## src/sv/tun_pkg.sv

```systemverilog
// ----------------------------------------------------------------------------
// Triangle unit normal package
// Default sizes and the side information carried along the pipeline.
// ----------------------------------------------------------------------------
`timescale 1ns / 1ps

package tun_pkg;

    localparam int CoordWidthDef    = 32;
    localparam int NormalFracDef    = 15;
    localparam int KeepBits         = 31;
    localparam int SumSqWidth       = 2 * KeepBits + 2;

    typedef struct packed {
        logic [2:0] neg;
        logic       deg;
    } t_side;

endpackage

```

## src/sv/tun_shift_cell.sv

```systemverilog
// ----------------------------------------------------------------------------
// Triangle unit normal shift cell
// One binary step of the right shift that brings the magnitudes to 31 bits.
// ----------------------------------------------------------------------------
`timescale 1ns / 1ps

module tun_shift_cell
    import tun_pkg::*;
#(
    parameter int W     = 67,
    parameter int KEEP  = KeepBits,
    parameter int SHAMT = 1
) (
    input  logic         i_clk,
    input  logic         i_en,
    input  logic [W-1:0] i_mag [3],
    input  logic [W-1:0] i_acc,
    input  t_side        i_side,
    output logic [W-1:0] o_mag [3],
    output logic [W-1:0] o_acc,
    output t_side        o_side
);

    logic [W-1:0] r_mag [3];
    logic [W-1:0] r_acc;
    t_side        r_side;
    logic         w_big;

    assign w_big = (i_acc >> (KEEP + SHAMT - 1)) != '0;

    always_ff @(posedge i_clk) begin
        if (i_en) begin
            for (int i = 0; i < 3; i++) begin
                r_mag[i] <= w_big ? (i_mag[i] >> SHAMT) : i_mag[i];
            end
            r_acc  <= w_big ? (i_acc >> SHAMT) : i_acc;
            r_side <= i_side;
        end
    end

    assign o_mag  = r_mag;
    assign o_acc  = r_acc;
    assign o_side = r_side;

endmodule

```

## config.mk

```make
export PLATFORM = sky130hd
export DESIGN_NAME = tun_shift_cell
export DESIGN_NICKNAME = d
export VERILOG_FILES = /design/src/sv/tun_pkg.sv /design/src/sv/tun_shift_cell.sv
export SDC_FILE = /design/constraint.sdc
export NUM_CORES = 1
export LEC_CHECK = 0
export BUFFER_PORTS_ARGS = -buffer_cell sky130_fd_sc_hd__buf_2
export CORE_AREA = 2 2 214 216
export CTS_BUF_LIST = sky130_fd_sc_hd__clkbuf_2 sky130_fd_sc_hd__clkbuf_4 sky130_fd_sc_hd__clkbuf_8
export DETAILED_ROUTE_END_ITERATION = 7
export DIE_AREA = 0 0 216 218
export MAX_ROUTING_LAYER = met4
export PLACE_DENSITY = 0.47
export SYNTH_ARGS = -nofsm -noshare
export SYNTH_HDL_FRONTEND = slang
export SYNTH_SLANG_ARGS = --single-unit
export TNS_END_PERCENT = 100
```

## constraint.sdc

```tcl
create_clock -name i_clk -period 5.3 [get_ports i_clk]
set_input_delay 0.53 -clock i_clk [delete_from_list [all_inputs] [get_ports i_clk]]
set_output_delay 0.53 -clock i_clk [all_outputs]
set_load 0.005 [all_outputs]
```

==> impl_metrics.env, run 1 <==
export IMPL_ys_warn_count=0
export IMPL_die_y_um=218
export IMPL_p_total_w=0.005043
export IMPL_power_density_nw_per_um2=327.3
export IMPL_viasPerCell=4.173
export IMPL_yosys_area_top_type="edfxtp_1"
export IMPL_period_needed_ps=2361
export IMPL_synth_simple_area_share=0.008977
export IMPL_switchingPower_w=0.001155
export IMPL_topRoutingLayerUsed="met4"
export IMPL_synth_xor_area_frac=0
export IMPL_synth_compound_area_share=0.0006732
export IMPL_initial_core_util=0.2484
export IMPL_slew_limit_headroom=0.3947
export IMPL_fin_tns_setup_ps=0
export IMPL_grt_pass1_vias=7818
export IMPL_place_inst=1671
export IMPL_rows=78
export IMPL_cts_tree="built"
export IMPL_max_freq_mhz=423.6
export IMPL_cts_sinks=272
export IMPL_grt_usage=0.1422
export IMPL_peakVddDrop_mv=0.1703
export IMPL_grt_pass1_wl_um=48550
export IMPL_wl_met1_um=12780
export IMPL_drt_iter0_drc=303
export IMPL_syn2layout_area_growth_pct=38.20
export IMPL_synthTopCellsByArea="edfxtp_1, mux2_2, mux2_1, buf_4, clkbuf_1"
export IMPL_final_cells=1760
export IMPL_postCtsSetupRepairBufs=0
export IMPL_nNetsFinal=1399
export IMPL_clock_power_share=0.391
export IMPL_min_path_cells=1
export IMPL_setup_violations=0
export IMPL_intPower_w=0.003888
export IMPL_place_gp_congestion=0.8011
export IMPL_worstSetupPathType="input port to register"
export IMPL_htreeDepth=2
export IMPL_drt_first_pass_iters=4
export IMPL_clkTransAtPathRegs_ps=60
export IMPL_max_cap_viol_count=0
export IMPL_wl_per_cell_um=19.46
export IMPL_drc=0
export IMPL_period_share=0.4454
export IMPL_cts_root_buffer_cell="clkbuf_8"
export IMPL_die_width_um=216
export IMPL_num_io_pins=546
export IMPL_avgSynthCellArea_um2=19.29
export IMPL_worstSetupEndpointType="register"
export IMPL_wl_met2_um=17590
export IMPL_cts_buffer_depth=3
export IMPL_drv_slew=0
export IMPL_min_to="o_side[3]"
export IMPL_syn_num_nets=852
export IMPL_port_buffers=545
export IMPL_cts_resized=0
export IMPL_cts_hold_buffers=0
export IMPL_core_area_um2=44890
export IMPL_status="finished clean"
export IMPL_synthAdderAreaFrac=0
export IMPL_antenna_found_initial=6
export IMPL_place_hpwl_um=25900
export IMPL_p_comb_frac=0.094
export IMPL_cp_data_arrival_time_ps=2700
export IMPL_met3WireLength_um=2771
export IMPL_num_fill_cells=4469
export IMPL_drive_above_1_share=0.6479
export IMPL_crit_required_ps=5640
export IMPL_synth_top_family_by_area="multiplexers"
export IMPL_swShare=0.2291
export IMPL_hp_class="input port to register"
export IMPL_antenna_left=0
export IMPL_grt_setup_unrepaired="false"
export IMPL_seq_area_frac_synth=0.7325
export IMPL_start_kind="input port"
export IMPL_hold_viol=0
export IMPL_crit_fanout=98
export IMPL_cts_buffers=51
export IMPL_p_leak_nw=6.248
export IMPL_ys_ff_latch=272
export IMPL_die_area_um2=47090
export IMPL_regArea_um2=8168
export IMPL_vias=7345
export IMPL_multi_input_area_um2=2691
export IMPL_wl_um=34260
export IMPL_syn_inst=578
export IMPL_grt_overflow_total=0
export IMPL_ys_types=14
export IMPL_synthesis_area_um2=11150
export IMPL_worst_pin_slew_ps=907.9
export IMPL_hp_start="i_side[3]"
export IMPL_grt_max_degree=104
export IMPL_seqPwrFrac=0.515
export IMPL_muxShareOfSynthArea=0.2303
export IMPL_synth_top_area_frac=0.7325
==> cells by family (layout without fill, tap and decap cells) <==
logic type             Yosys count  count (layout)
DFF                            272             272
AOI/OAI and AO/OA                1               1
and+or+nand+nor                 16              16
muxes                          228             228
other                            1               8
buffers and inverters           60             635
==> per-layer routing <==
metal | up-vias | track usage
met5 | - | -
li1 | 3352 | -
met1 | 3570 | 0.1495
met2 | 341 | 0.2433
met3 | 82 | 0.04742
met4 | 0 | 0.06347
==> power groups by stage <==
| stage | combinational, W | clock (W) | sequential (W) |
|---|---|---|---|
| after floorplan | 0.0000769 | 0 | 0.00267 |
| after global placement | 0.000481 | 0 | 0.00264 |
| after detailed placement | 0.000483 | 0 | 0.00264 |
| after CTS | 0.000484 | 0.00205 | 0.00260 |
| after global routing | 0.000514 | 0.00214 | 0.00261 |
| final | 0.000473 | 0.00197 | 0.00260 |
==> registers in the layout (all words and copies together) (netlist names) <==
name	flops
o_acc	67
o_mag	201
o_side	4
==> how the worst max path moves through the flow <==
stage                         start    endpoint  slack, ps  depth (start not counted)
after global routing      i_acc[61]   o_mag[22]       2850                          6
final                     i_acc[47]   o_mag[21]       2940                          6
after floorplan           i_acc[62]   o_acc[24]       3090                          6
after CTS                 i_acc[56]   o_mag[21]       2110                          6
after detailed placement  i_acc[56]   o_mag[21]       1440                          6
after global placement    i_acc[56]  o_mag[132]       1520                          6
==> area by class of cell <==
cell class | count | area share
multi-input cells | 246 | 0.1747
clock buffers | 66 | 0.05367
clock inverters | 15 | 0.007308
diodes | 7 | 0.001137
repair buffers | 554 | 0.1845
well taps | 600 | 0.04872
flip-flops and latches | 272 | 0.5300
==> worst max-delay path: stages <==
cell and delay, ps:
buf_2 100, nor4_1 440, nand4_1 220, nor3_4 420, buf_12 420, mux2_2 400
==> cell usage in the layout (no fill, tap or decap), drive strengths merged <==
cell    instances
nor4            9
edfxtp        272
nand2           1
buf           553
bufinv          2
nor3            1
clkinv         13
nand4           1
a21o            1
nand3           1
diode           7
clkbuf         67
conb            1
mux2          228
and2            3
==> synth_stat cells <==
cell type and number:
clkbuf_1 35, nand3_1 1, nand4_1 1, nor4_1 9, nor3_2 1, conb_1 1
buf_2 6, nand2_1 1, and2_1 3, buf_4 19, edfxtp_1 272, mux2_1 108
mux2_2 120, a21o_1 1
==> stage by stage <==
| stage | utilization | worst slack (ps) | hold WS, ps | cell area [µm²] |
|---|---|---|---|---|
| after CTS | 0.3426 | 2114 | 40.96 | 15380 |
| after floorplan | - | 3090 | 628.9 | 11150 |
| after global routing | 0.3432 | 2848 | 58.43 | 15410 |
| after global placement | 0.3216 | 1524 | 707.4 | 14440 |
| final | 0.3433 | 2939 | 115.2 | 15410 |
| after detailed placement | 0.3216 | 1441 | 711.8 | 14440 |
(Power assumes the default switching activity.)
==> inputs of run 2 (changes only) <==
- ABC_AREA: not set -> 1
- CORE_AREA: 2 2 214 216 -> 2 2 212 214
- DIE_AREA: 0 0 216 218 -> 0 0 214 216
- PLACE_DENSITY: 0.47 -> 0.49
- clock period: 5.3 -> 2.31 ns (I/O delays scaled with it)
==> run 2 against run 1 <==
Net effect: total power grew 140%; critical path depth grew 7; the run now ends with negative setup slack left; largest cell class unchanged; largest power group unchanged; clock power rose by 130%.
==> impl_metrics.env, run 2 <==
export IMPL_status="finished, violations left"
export IMPL_violations="negative setup slack"
export IMPL_place_inst=2185
export IMPL_swShare=0.2422
export IMPL_die_y_um=216
export IMPL_slew_limit_headroom=0.6330
export IMPL_min_path_cells=1
export IMPL_synthArstFlopShare=0
export IMPL_start_kind="input port"
export IMPL_clkTransAtPathRegs_ps=60
export IMPL_ys_warn_count=0
export IMPL_grt_setup_unrepaired="true"
export IMPL_period_needed_ps=2360
export IMPL_clock_power_share=0.370
export IMPL_worstSetupEndpointType="register"
export IMPL_synth_top_area_frac=0.6927
export IMPL_max_cap_viol_count=0
export IMPL_ys_top_cells_by_count="nand2_1, edfxtp_1, nand3_1"
export IMPL_grt_max_degree=100
export IMPL_setup_violations=19
export IMPL_p_leak_nw=9.316
export IMPL_cts_buffers=49
export IMPL_drt_first_pass_iters=5
export IMPL_syn_num_nets=1394
export IMPL_wl_um=48000
export IMPL_syn2layout_area_growth_pct=72.43
export IMPL_period_share=1.022
export IMPL_synthesis_area_um2=11790
export IMPL_viasPerCell=4.499
export IMPL_drv_slew=0
export IMPL_hp_class="input port to register"
export IMPL_worst_pin_slew_ps=550.5
export IMPL_yosys_area_top_type="edfxtp_1"
export IMPL_place_hpwl_um=30430
export IMPL_grt_pass1_wl_um=67320
export IMPL_drive_above_1_share=0.3277
export IMPL_placed_area_um2=15190
export IMPL_place_gp_congestion=0.8893
export IMPL_ys_types=12
export IMPL_fin_ws_ps=-50.16
export IMPL_worstSetupPathType="input port to register"
export IMPL_hold_viol=0
export IMPL_core_area_um2=43840
export IMPL_drc=0
export IMPL_port_buffers=545
export IMPL_grt_pass1_vias=12130
export IMPL_syn_inst=1120
export IMPL_final_cells=2672
export IMPL_num_io_pins=546
export IMPL_die_area_um2=46220
export IMPL_max_freq_mhz=423.7
export IMPL_largest_register_ffs=201
export IMPL_synth_ff_type="edfxtp_1"
export IMPL_crit_fanout=6
export IMPL_grt_overflow_total=0
export IMPL_wl_per_cell_um=17.97
export IMPL_synth_edff_count=272
export IMPL_layout_commonest_cell="buf_2"
export IMPL_seq_area_frac_synth=0.6927
export IMPL_peakVddDrop_mv=0.4135
export IMPL_switchingPower_w=0.002943
export IMPL_final_cell_mix="buf_2, nand2_1, dlygate4sd3_1, edfxtp_1, nand3_1"
export IMPL_synthTopCellsByArea="edfxtp_1, nand2_1, nand3_1, buf_2, buf_4"
export IMPL_drt_iter0_drc=873
export IMPL_vias=12020
export IMPL_rows=77
export IMPL_die_width_um=214
export IMPL_grt_usage=0.1920
export IMPL_ys_ff_latch=272
export IMPL_nNetsFinal=2320
export IMPL_power_density_nw_per_um2=597.7
export IMPL_seqPwrFrac=0.492
export IMPL_crit_required_ps=2660
export IMPL_intPower_w=0.009210
export IMPL_antenna_found_initial=2
export IMPL_cp_data_arrival_time_ps=2710
export IMPL_antenna_left=0
export IMPL_cts_sinks=272
export IMPL_initial_core_util=0.2690
export IMPL_cts_tree="built"
export IMPL_yosysMostFrequentCell="nand2_1"
export IMPL_final_core_util=0.4638
export IMPL_hp_start="i_en"
export IMPL_cts_buffer_depth=3
export IMPL_min_to="o_mag[58]"
export IMPL_avgSynthCellArea_um2=10.53
export IMPL_htreeDepth=2
export IMPL_cts_root_buffer_cell="clkbuf_8"
export IMPL_design_area_um2=20330
export IMPL_p_comb_frac=0.138
run 2: final cells by class:
type	count	area, µm²
diodes	2	5.005
clock buffers	63	779.5
clock inverters	20	141.4
fillers	4092	23500
inverters	7	26.28
multi-input cells	731	3075
flip-flops and latches	272	8168
well taps	592	740.7
repair buffers	985	7396
run 2: how the worst max path moves through the flow:
| stage | from | end | slack (ps) | cells after the start |
|---|---|---|---|---|
| after floorplan | i_acc[60] | o_acc[0] | 950 | 8 |
| after global routing | i_acc[33] | o_mag[152] | -100 | 13 |
| after CTS | i_acc[33] | o_mag[195] | 80 | 11 |
| final | i_acc[33] | o_mag[8] | -50 | 13 |
| after global placement | i_acc[59] | o_mag[114] | 530 | 9 |
| after detailed placement | i_acc[33] | o_mag[114] | 520 | 9 |
run 2: critical path, stage by stage:
cell and delay, ps:
dlygate4sd3_1 540, buf_2 150, nor2_4 120, nand3_1 110
nor2_2 150, nand4_1 130, buf_6 170, buf_4 150
buf_12 140, buf_4 150, nand2_1 60, nand2_1 50
dlygate4sd3_1 550
run 2: logic make-up after synthesis:
| logic type | count (synthesis) | share of synthesized area |
|---|---|---|
| DFF | 272 | 0.6927 |
| and+or+nand+nor | 730 | 0.2579 |
| buffers and inverters | 117 | 0.04913 |
| other | 1 | 0.0003180 |
run 2: what timing repair did:
action / CTS / global route
gates resized for setup: 0 / 20
buffers inserted: 0 / 9
setup endpoints to repair: 0 / 104
hold buffers: 383 / 0
hold endpoints to repair: 271 / 0
run 2: metrics by stage:
| stage | worst slack, ps | hold slack, ps | power (W) | setup TNS, ps |
|---|---|---|---|---|
| finish | -50.16 | 84.75 | 0.01215 | -438.9 |
| global route | -99.35 | 68.11 | 0.01265 | -4463 |
| CTS | 84.29 | 45.22 | 0.01225 | 0 |
| detailed placement | 522.1 | 409.9 | 0.007225 | 0 |
| global placement | 528.7 | 408.5 | 0.007217 | 0 |
| floorplan | 951.7 | 329.9 | 0.006306 | 0 |
run 2: power by group through the flow:
stage	Clock, W	Combinational [W]	Sequential, W
final	0.00450	0.00168	0.00598
after global routing	0.00483	0.00181	0.00601
after floorplan	0	0.000183	0.00612
after detailed placement	0	0.00115	0.00607
after CTS	0.00461	0.00167	0.00598
after global placement	0	0.00115	0.00607
run 2: routing by layer:
| layer | track usage | part of all wire | vias up |
|---|---|---|---|
| met1 | 0.2155 | 0.40 | 5694 |
| met3 | 0.05877 | 0.085 | 104 |
| met2 | 0.3211 | 0.48 | 578 |
| li1 | - | - | 5645 |
| met5 | - | 0 | - |
| met4 | 0.07343 | 0.033 | 0 |
==> inputs of run 3 (changes only) <==
- ABC_AREA: 1 -> not set
- CORE_AREA: 2 2 212 214 -> 2 2 213 215
- CTS_BUF_LIST: sky130_fd_sc_hd__clkbuf_2 sky130_fd_sc_hd__clkbuf_4 sky130_fd_sc_hd__clkbuf_8 -> not set
- DIE_AREA: 0 0 214 216 -> 0 0 215 217
- PLACE_DENSITY: 0.49 -> 0.47
==> run 3 against run 2 <==
Net effect: the run now ends clean; total power down 2.4%; clock power is 2% lower; critical path depth fell by 3; die area is 0.93% higher; sequential power about the same; non-clock buffer count is 129 lower; clock-buffer cell count decreased by 30; final area fell by 8.2%; final cell count is 24% lower; global-route usage fell by 3.7 points; hold slack got worse by 51 ps; routed wire length is 22% lower; critical path type unchanged; critical endpoint is now o_mag[151].
==> impl_metrics.env, run 3 (synthesized netlist as in run 1, its figures left out) <==
export IMPL_status="finished clean"
export IMPL_viasPerCell=4.130
export IMPL_swShare=0.2298
export IMPL_core_area_um2=44700
export IMPL_antenna_left=0
export IMPL_vias=8388
export IMPL_worstSetupEndpointType="register"
export IMPL_initial_core_util=0.2495
export IMPL_wl_um=37260
export IMPL_fin_ws_ps=83.96
export IMPL_die_width_um=215
export IMPL_clkTransAtPathRegs_ps=60
export IMPL_syn2layout_area_growth_pct=67.30
export IMPL_largest_register_ffs=201
export IMPL_start_kind="input port"
export IMPL_design_area_um2=18660
export IMPL_grt_setup_unrepaired="false"
export IMPL_final_cells=2031
export IMPL_drv_slew=0
export IMPL_grt_max_degree=48
export IMPL_htreeDepth=1
export IMPL_multi_input_area_um2=2756
export IMPL_regArea_um2=8168
export IMPL_grt_overflow_total=0
export IMPL_setup_violations=0
export IMPL_p_comb_frac=0.127
export IMPL_drc=0
export IMPL_drt_first_pass_iters=4
export IMPL_power_density_nw_per_um2=636.1
export IMPL_max_freq_mhz=449.2
export IMPL_placed_area_um2=14860
export IMPL_cts_root_buffer_cell="clkbuf_16"
export IMPL_num_fill_cells=4194
export IMPL_intPower_w=0.009140
export IMPL_layout_commonest_cell="buf_2"
export IMPL_drt_iter0_drc=325
export IMPL_worstSetupPathType="input port to register"
export IMPL_seqPwrFrac=0.502
export IMPL_hold_viol=0
export IMPL_grt_pass1_wl_um=54390
export IMPL_p_leak_nw=7.589
export IMPL_final_cell_mix="buf_2, edfxtp_1, dlygate4sd3_1, mux2_2, mux2_1"
export IMPL_fin_hold_ws_ps=33.85
export IMPL_cts_tree="built"
export IMPL_place_inst=1700
export IMPL_nNetsFinal=1681
export IMPL_die_area_um2=46660
export IMPL_peakVddDrop_mv=0.4570
export IMPL_grt_pass1_vias=9091
export IMPL_max_cap_viol_count=0
export IMPL_cp_data_arrival_time_ps=2540
export IMPL_switchingPower_w=0.002726
export IMPL_cts_buffers=31
export IMPL_num_io_pins=546
export IMPL_cts_sinks=272
export IMPL_hp_class="input port to register"
export IMPL_wl_per_cell_um=18.35
export IMPL_crit_fanout=8
export IMPL_rows=78
export IMPL_grt_usage=0.1549
export IMPL_place_gp_congestion=0.8308
export IMPL_drive_above_1_share=0.5304
export IMPL_fin_tns_setup_ps=0
export IMPL_cts_buffer_depth=3
export IMPL_period_share=0.9637
export IMPL_port_buffers=545
export IMPL_antenna_found_initial=2
export IMPL_crit_required_ps=2620
export IMPL_place_hpwl_um=27130
export IMPL_period_needed_ps=2226
export IMPL_clock_power_share=0.371
export IMPL_die_y_um=217
export IMPL_place_ws_ps=-75.89
-- run 3: cell types whose count changed in the layout (fill, tap and decap cells not counted), sizes merged, moves of 3 or more --
cell	previous run	this run
nand2	467	1
clkinv	16	19
dlygate4sd3	382	269
nor2	30	0
nand3	231	1
and2	0	3
mux2	0	228
buf	594	582
nor4	0	9
clkbuf	72	36
inv	7	0
-- run 3: critical path: stages --
cell and delay (ps):
dlygate4sd3_1 540, buf_2 150, nor4_2 270, buf_4 160, nand3_4 70, nor3_4 280, buf_12 160, clkbuf_16 170
clkbuf_16 160, mux2_2 330
-- run 3: power groups by stage --
stage / Combinational, W / Clock [W] / Sequential (W)
2_1_floorplan: 0.000177 / 0 / 0.00612
3_3_place_gp: 0.00114 / 0 / 0.00606
3_5_place_dp: 0.00114 / 0 / 0.00606
4_1_cts: 0.00151 / 0.00457 / 0.00596
5_1_grt: 0.00162 / 0.00474 / 0.00600
6_report: 0.00150 / 0.00440 / 0.00596
-- run 3: area by class of cell --
class	count	share of cell area
flip-flops and latches	272	0.4378
repair buffers	856	0.3263
multi-input cells	246	0.1478
clock buffers	33	0.04199
well taps	600	0.04024
clock inverters	22	0.005634
diodes	2	0.0002683
-- run 3: final timing paths --
check                 cells past startpoint          to  startpoint  slack (ps)
worst max-delay path                     10  o_mag[151]   i_acc[56]          80
worst min-delay path                      2  o_mag[123]  i_mag[124]          30
-- run 3: layer usage --
metal  vias to the layer above  part of all wire  GRT usage
met5                         -                 0          -
met3                        50             0.071    0.03885
li1                       3926                 -          -
met2                       309              0.52     0.2731
met4                         0             0.021    0.04667
met1                      4103              0.39     0.1732
-- run 3: per-stage QoR --
step | util | total power, W
floorplan | - | 0.006299
global placement | 0.3324 | 0.007195
detailed placement | 0.3324 | 0.007202
CTS | 0.4129 | 0.01205
global route | 0.4174 | 0.01235
finish | 0.4174 | 0.01187
-- run 3: repair_timing --
item                       CTS  global route
hold endpoints to repair   270             0
setup endpoints to repair    0           213
hold buffers               271             0
resized for setup            0            16
buffers inserted             0             4
